`src/hw/rtl/grid_best_first_path_finder_defines.svh`:
```
// Assertion macros shared by the path finder RTL.
`ifndef GRID_BEST_FIRST_PATH_FINDER_DEFINES_SVH
`define GRID_BEST_FIRST_PATH_FINDER_DEFINES_SVH

// Same-cycle implication, disabled while reset is active.
`define GBF_ASSERT_NOW(lbl, ck, rn, pre, post, msg) \
	lbl: assert property (@(posedge ck) disable iff (!rn) (pre) |-> (post)) \
		else $error(msg);

// Next-cycle implication, disabled while reset is active.
`define GBF_ASSERT_NEXT(lbl, ck, rn, pre, post, msg) \
	lbl: assert property (@(posedge ck) disable iff (!rn) (pre) |=> (post)) \
		else $error(msg);

`endif

```
`src/hw/rtl/gbf_pkg.sv`:
```
// Shared types and constants of the grid path finder.
package gbf_pkg;

	localparam int GRID_W_DEF = 64;
	localparam int GRID_H_DEF = 64;

	localparam int COORD_W  = 6;
	localparam int LEN_W    = 12;
	localparam int WEIGHT_W = 4;

	localparam logic [LEN_W-1:0]    LEN_MAX      = '1;
	localparam logic [WEIGHT_W-1:0] G_WEIGHT_RST = 4'd8;
	localparam logic [WEIGHT_W-1:0] H_WEIGHT_RST = 4'd10;

	// Command codes
	localparam logic CMD_WRITE  = 1'b0;
	localparam logic CMD_SEARCH = 1'b1;

	// Register indexes
	localparam logic REG_G_WEIGHT = 1'b0;
	localparam logic REG_H_WEIGHT = 1'b1;

	// Move from parent to cell
	typedef enum logic [1:0] {
		DIR_XP = 2'd0,
		DIR_XN = 2'd1,
		DIR_YP = 2'd2,
		DIR_YN = 2'd3
	} dir_t;

	// One entry of the node memory
	typedef struct packed {
		logic wall;
		logic is_open;
		logic is_closed;
		dir_t dir;
	} node_t;

	typedef enum logic [3:0] {
		ST_IDLE,
		ST_WR_WB,
		ST_CLEAR,
		ST_INIT,
		ST_SCAN,
		ST_TAKE_RD,
		ST_TAKE_WB,
		ST_NB_RD,
		ST_NB_WB,
		ST_TRACE_RD,
		ST_TRACE_STEP,
		ST_DONE
	} state_t;

endpackage

```
`src/hw/rtl/gbf_score.sv`:
```
// Weighted Manhattan score of one cell against start and goal.
module gbf_score #(
	parameter int XW = 6,
	parameter int YW = 6,
	parameter int SW = ((XW > YW) ? XW : YW) + 1 + gbf_pkg::WEIGHT_W + 1
) (
	input  logic [XW-1:0]               px,
	input  logic [YW-1:0]               py,
	input  logic [XW-1:0]               sx,
	input  logic [YW-1:0]               sy,
	input  logic [XW-1:0]               gx,
	input  logic [YW-1:0]               gy,
	input  logic [gbf_pkg::WEIGHT_W-1:0] g_weight,
	input  logic [gbf_pkg::WEIGHT_W-1:0] h_weight,
	output logic [SW-1:0]               score
);
	import gbf_pkg::*;

	localparam int DW = ((XW > YW) ? XW : YW) + 1;
	localparam int PW = SW - 1;

	logic [XW-1:0] dxs, dxg;
	logic [YW-1:0] dys, dyg;
	logic [DW-1:0] dist_s, dist_g;
	logic [PW-1:0] prod_s, prod_g;

	// Distances from start and to goal
	always_comb begin
		dxs = (px > sx) ? (px - sx) : (sx - px);
		dys = (py > sy) ? (py - sy) : (sy - py);
		dxg = (px > gx) ? (px - gx) : (gx - px);
		dyg = (py > gy) ? (py - gy) : (gy - py);
		dist_s = DW'(dxs) + DW'(dys);
		dist_g = DW'(dxg) + DW'(dyg);
	end

	// Weighted sum
	assign prod_s = PW'(g_weight) * PW'(dist_s);
	assign prod_g = PW'(h_weight) * PW'(dist_g);
	assign score  = SW'(prod_s) + SW'(prod_g);
endmodule

```
`config.mk`:
```
export PLATFORM = sky130hd
export DESIGN_NAME = gbf_score
export DESIGN_NICKNAME = d
export VERILOG_FILES = /design/src/hw/rtl/grid_best_first_path_finder_defines.svh /design/src/hw/rtl/gbf_pkg.sv /design/src/hw/rtl/gbf_score.sv
export SDC_FILE = /design/constraint.sdc
export NUM_CORES = 1
export LEC_CHECK = 0
export BUFFER_PORTS_ARGS = -buffer_cell sky130_fd_sc_hd__buf_2
export CORE_ASPECT_RATIO = 1.2
export CORE_MARGIN = 2
export CORE_UTILIZATION = 40
export DETAILED_ROUTE_END_ITERATION = 10
export GPL_TIMING_DRIVEN = 0
export PLACE_DENSITY = 0.62
export SLEW_MARGIN = 20
export SYNTH_ARGS = -nofsm -noshare
export SYNTH_HDL_FRONTEND = slang
export SYNTH_SLANG_ARGS = --single-unit
```
`constraint.sdc`:
```
create_clock -name vclk -period 7.9
set_input_delay 0.79 -clock vclk [all_inputs]
set_output_delay 0.79 -clock vclk [all_outputs]
set_load 0.005 [all_outputs]
```
# Word level (Yosys, flattened, before mapping)

Index checks and enable logic that the tools add are counted.

Register bits: 0
Logic and storage cells: 21
Output and inout bits: 12
Bits of input ports: 44

$lt $le $gt $ge: 4
Multipliers: 2
$add $sub $neg: 11
Muxes and demuxes: 4

Operators by type and width:

| operator       | number |
|---|---|
| $sub 6x6->6    | 8 |
| $gt 6x6->1     | 4 |
| $mux 6         | 4 |
| $mul 4x7->11   | 2 |
| $add 6x6->7    | 2 |
| $add 11x11->12 | 1 |

# Longest topological paths before layout

Gate-level depths: netlist of the first run.

Depth in word-level cells: 5
Gate-level depth with buffers: 28
Mapped depth without buffers: 28

# Worst setup path before layout of the first run

No wires, ideal clock.

Path kind: input port to output port
From: input px[0]
To: output score[11]
Path slack: 357 ps
Arrival time: 6753 ps
Stages on the path: 25
Cells stage by stage: inv_1 -> ha_1 -> inv_1 -> fa_1 -> a211oi_1 -> o21ai_1 -> o211ai_2 -> mux2_2 -> ha_1 -> a21o_1 -> a21o_1 -> a21oi_2 -> nand4b_1 -> o311ai_0 -> fa_1 -> fa_1 -> fa_1 -> inv_1 -> fa_1 -> inv_1 -> ha_1 -> a21o_1 -> a21o_1 -> a221o_1 -> a211o_1

Longest elaborated chain between the ends: 5
Elaborated cells between the ends (all ways): 13

Ends and longest elaborated chain:

| what                                | line                             | RTL |
|---|---|---|
| from (decl)                         | gbf_score.sv:7                   | `input logic [XW-1:0] px,` |
| $sub 6x6->6 (tied with other cells) | gbf_score.sv:29                  | `dxs = (px > sx) ? (px - sx) : (sx - px);` |
| $mux 6 (on tied branches)           | gbf_score.sv:29, gbf_score.sv:31 |  |
| $add 6x6->7 (on tied branches)      | gbf_score.sv:33, gbf_score.sv:34 |  |
| $mul 4x7->11 (on tied branches)     | gbf_score.sv:38, gbf_score.sv:39 |  |
| $add 11x11->12 (*)                  | gbf_score.sv:40                  | `assign score = SW'(prod_s) + SW'(prod_g);` |
| to (decl)                           | gbf_score.sv:15                  | `output logic [SW-1:0] score` |

Every way passes the cells marked *; elsewhere a longest branch is shown, timed or not.

# Worst setup path in the final report of the first run

From: input px[0]
To: output score[9]

The elaborated chain is that of the path after synthesis.

==> results of run 1 <==
## placed cells by master, fill, tap and decap left out, types with 11 or more instances in the layout
cell and instances:
and2_1 34, buf_2 47, fa_1 37, o21ai_0 11, xnor2_1 14, buf_4 22
nand2_1 26, mux2i_1 15, inv_1 92, a21o_1 17, a21oi_1 18, ha_1 69
## final timing paths
| kind | from | endpoint | slack, ps | cells past startpoint |
|---|---|---|---|---|
| max | px[0] | score[9] | 250 | 26 |
| min | h_weight[0] | score[0] | 2290 | 4 |
## synthesized netlist by cell type, types with 2 or more instances
cell type / n / area [um^2]
nand2b_1: 5 / 31.28
xnor2_1: 15 / 131.4
nor3b_1: 8 / 60.06
clkbuf_1: 12 / 45.04
o211ai_2: 3 / 37.54
and4_1: 4 / 35.03
buf_6: 4 / 45.04
o21ai_1: 4 / 20.02
and2_1: 36 / 225.2
a21oi_2: 3 / 26.28
a221oi_1: 8 / 70.07
nand4_1: 2 / 12.51
nor2_1: 10 / 37.54
a211oi_1: 5 / 37.54
a211o_1: 2 / 17.52
xor2_1: 13 / 113.9
nand3b_1: 4 / 30.03
o21ai_0: 13 / 65.06
o21bai_1: 2 / 15.01
ha_1: 80 / 1001
nor2b_1: 7 / 43.79
mux2i_1: 16 / 160.2
nor3_1: 2 / 10.01
a31oi_1: 8 / 50.05
nand4b_1: 8 / 70.07
o311a_1: 2 / 20.02
nand2_1: 26 / 97.59
inv_1: 98 / 367.9
nand3_1: 4 / 20.02
a21o_1: 17 / 127.6
fa_1: 46 / 920.9
buf_1: 2 / 7.510
o311ai_0: 6 / 52.55
a21oi_1: 21 / 105.1
mux2_2: 4 / 45.04
## cells by family after synthesis
| logic type | synth area share |
|---|---|
| adders and majority gates | 0.4554 |
| buffers and inverters | 0.1103 |
| muxes | 0.04862 |
| xor gates and xnor gates | 0.05811 |
| AOI/OAI and AO/OA | 0.1666 |
| and+or+nand+nor | 0.1610 |
## stage by stage
step           instance area (um^2)  std cells  hold slack, ps  worst slack (ps)  TNS (ps)
6_report                       5044        702            2289             251.0         0
5_1_grt                        5044        702            2355            -6.125    -6.125
4_1_cts                        4737        686            2287             6.702         0
3_5_place_dp                   4622        683            2286            -321.1    -773.5
3_3_place_gp                   4622        683            2271            -248.9    -616.5
2_1_floorplan                  4220        506            2058             356.9         0
## what timing repair did
item | CTS | global route
endpoints found under the setup margin | 5 | 6
resized for setup | 18 | 51
pin swaps | 8 | 56
setup buffers | 5 | 18
endpoints found under the hold margin | 0 | 0
hold buffers | 0 | 0
## metal layers
metal	GRT usage	vias up	part of all wire
met5	0	-	0
met4	0.008333	0	0.0035
met3	0.001197	4	0.019
met2	0.3269	50	0.55
met1	0.2033	1764	0.43
li1	-	1832	-
## layout make-up
class / count / area share
multi-input combinational: 390 / 0.7929
inverter: 98 / 0.07343
tap: 129 / 0.03200
timing repair buffer: 71 / 0.08385
buffer: 14 / 0.01786
## critical path, delay by kind of cell
kind | cells | cell delay [ps]
simple gates | 2 | 240
xor+xnor | 1 | 140
buf+inv | 6 | 580
compound gates | 8 | 1560
mux | 1 | 370
fa+ha+maj | 8 | 3180
==> results.sh, run 1 <==
export IMPL_outcome="finished clean"
export IMPL_antenna_found_initial=0
export IMPL_die_w_um=97.77
export IMPL_netlist_area_um2=4220
export IMPL_period_minus_slack_ps=7649
export IMPL_rows=41
export IMPL_final_core_util=0.4843
export IMPL_crit_slowest_cell="fa_1"
export IMPL_ys_seq_area_frac=0
export IMPL_setup_worst_path_class="primary input to primary output"
export IMPL_slew_headroom=0.5696
export IMPL_avgSynthCellArea_um2=8.341
export IMPL_hold_viol=0
export IMPL_dr_pass1_iters=4
export IMPL_ant_nets=0
export IMPL_regArea_um2=0
export IMPL_grt_ovfl_total=0
export IMPL_io_pins=56
export IMPL_hold_path_class="primary input to primary output"
export IMPL_synthCells=506
export IMPL_port_buffer_count=48
export IMPL_grt_max_degree=11
export IMPL_core_area_um2=10410
export IMPL_wl_um=9257
export IMPL_viasPerCell=5.199
export IMPL_grt_pass1_vias=3553
export IMPL_grt_pass1_wl_um=15810
export IMPL_drt_wirelength_per_cell_um=13.19
export IMPL_worst_pin_slew_ps=637.5
export IMPL_critPathLaunchType="primary input"
export IMPL_fillers=1045
export IMPL_timing_final_crit_share=0.9682
export IMPL_worst_path_most_repeated_cell="fa_1"
export IMPL_hpwl_um=7927
export IMPL_die_area_um2=11390
export IMPL_drtIter0Drc=136
export IMPL_slowest_delay_ps=570
export IMPL_yosysWarnings=0
export IMPL_drcViolationCount=0
export IMPL_setup_violations=0
export IMPL_critPathCaptureType="primary output"
export IMPL_clock_buffers=0
export IMPL_design_seq_count=0
export IMPL_crit_fanout=5
export IMPL_max_cap_violations=0
export IMPL_die_h_um=116.5
export IMPL_cp_required_ps=7110
export IMPL_grt_total_usage=0.1618
export IMPL_nets=745
export IMPL_initial_core_util=0.4053
export IMPL_ys_types=41
export IMPL_max_freq_mhz=130.7
export IMPL_drv_slew=0
export IMPL_multi_input_area_um2=3999
export IMPL_layout_drive_gt1_share=0.2321
export IMPL_area_delta_synth_final_pct=19.51
export IMPL_syn_nets=676
export IMPL_critPathArrivalTime_ps=6860
export IMPL_vias=3650
export IMPL_diodes=0
export IMPL_place_gp_congestion=0.8854
Power of run 1 is not shown: default switching activity piles up to over one toggle a cycle in this logic, so the estimate is an artifact.
==> run 2: changes to the inputs <==
RECOVER_POWER = 25   (was default)
==> run 2 against run 1 <==
Against the previous run:
- die area unchanged
- sequential share of layout area unchanged
- core utilization unchanged
- wire length unchanged
- cell count unchanged
- sequential cell count unchanged
- hold slack unchanged
- worst setup slack unchanged
==> results.sh, run 2 (synthesis gave the netlist of run 1 again) <==
export IMPL_outcome="finished clean"
export IMPL_final_area_um2=5044
export IMPL_io_pins=56
export IMPL_max_cap_violations=0
export IMPL_final_core_util=0.4843
export IMPL_setup_violations=0
export IMPL_slowest_delay_ps=570
export IMPL_vias=3650
export IMPL_viasPerCell=5.199
export IMPL_fin_setup_tns_ps=0
export IMPL_initial_core_util=0.4053
export IMPL_crit_slowest_cell="fa_1"
export IMPL_antenna_found_initial=0
export IMPL_grt_ovfl_total=0
export IMPL_worst_path_most_repeated_cell="fa_1"
export IMPL_final_common_cell="inv_1"
export IMPL_drcViolationCount=0
export IMPL_die_w_um=97.77
export IMPL_drt_wirelength_per_cell_um=13.19
export IMPL_cp_required_ps=7110
export IMPL_crit_fanout=5
export IMPL_cts_hold_buf=0
export IMPL_ant_nets=0
export IMPL_rows=41
export IMPL_diodes=0
export IMPL_die_area_um2=11390
export IMPL_mostFrequentLayoutCells="inv_1 (92), ha_1 (69), buf_2 (47), fa_1 (37), and2_1 (33)"
export IMPL_core_area_um2=10410
export IMPL_drtIter0Drc=136
export IMPL_worst_pin_slew_ps=637.5
export IMPL_period_minus_slack_ps=7649
export IMPL_wl_um=9257
export IMPL_clock_buffers=0
export IMPL_hpwl_um=7927
export IMPL_fillers=1045
export IMPL_hold_viol=0
export IMPL_nets=745
export IMPL_dr_pass1_iters=4
export IMPL_port_buffer_count=48
export IMPL_die_h_um=116.5
export IMPL_grt_max_degree=11
export IMPL_slew_headroom=0.5696
export IMPL_critPathLaunchType="primary input"
export IMPL_timing_final_crit_share=0.9682
export IMPL_hold_path_class="primary input to primary output"
export IMPL_grt_total_usage=0.1618
export IMPL_design_seq_count=0
export IMPL_setup_worst_path_class="primary input to primary output"
export IMPL_path_delay_family="adder cells"
export IMPL_place_area_um2=4622
export IMPL_multi_input_area_um2=3999
export IMPL_layout_drive_gt1_share=0.2321
export IMPL_critPathArrivalTime_ps=6860
export IMPL_drv_slew=0
export IMPL_place_gp_congestion=0.8854
export IMPL_max_freq_mhz=130.7
export IMPL_critPathCaptureType="primary output"
export IMPL_crit_buf_inv=6
export IMPL_regArea_um2=0
export IMPL_area_delta_synth_final_pct=19.51
export IMPL_grt_pass1_wl_um=15810
export IMPL_grt_pass1_vias=3553
-- run 2: area by class of cell --
type,instances,share of cell area
Buffer,14,0.01786
Multi-Input combinational cell,390,0.7929
Inverter,98,0.07343
Tap cell,129,0.03200
Timing Repair Buffer,71,0.08385
-- run 2: timing repair --
action | CTS | global route
setup buffers | 5 | 18
endpoints found under the setup margin | 5 | 6
pin swaps | 8 | 56
resized for setup | 18 | 51
-- run 2: path summary, 6_finish.rpt --
path / start / endpoint / slack (ps) / cells after the start
max: px[0] / score[9] / 250 / 26
min: h_weight[0] / score[0] / 2290 / 4
-- run 2: tightest hold or removal path, delay by kind of cell --
kind	cells	cell delay, ps
buf+inv	2	410
fa+ha+maj	1	110
simple gates	1	190
-- run 2: per-layer routing --
metal | global-route usage | routed length (um) | part of all wire
met5 | 0 | 0 | 0
met4 | 0.008333 | 32 | 0.0035
met3 | 0.001197 | 175 | 0.019
met2 | 0.3269 | 5064 | 0.55
met1 | 0.2033 | 3985 | 0.43
-- run 2: per-stage QoR --
stage          hold slack, ps  worst slack [ps]  instances
6_report                 2289             251.0        702
2_1_floorplan            2058             356.9        506
4_1_cts                  2287             6.702        686
3_3_place_gp             2271            -248.9        683
3_5_place_dp             2286            -321.1        683
5_1_grt                  2356            -6.125        702
Power of run 2 is left out for the same reason.
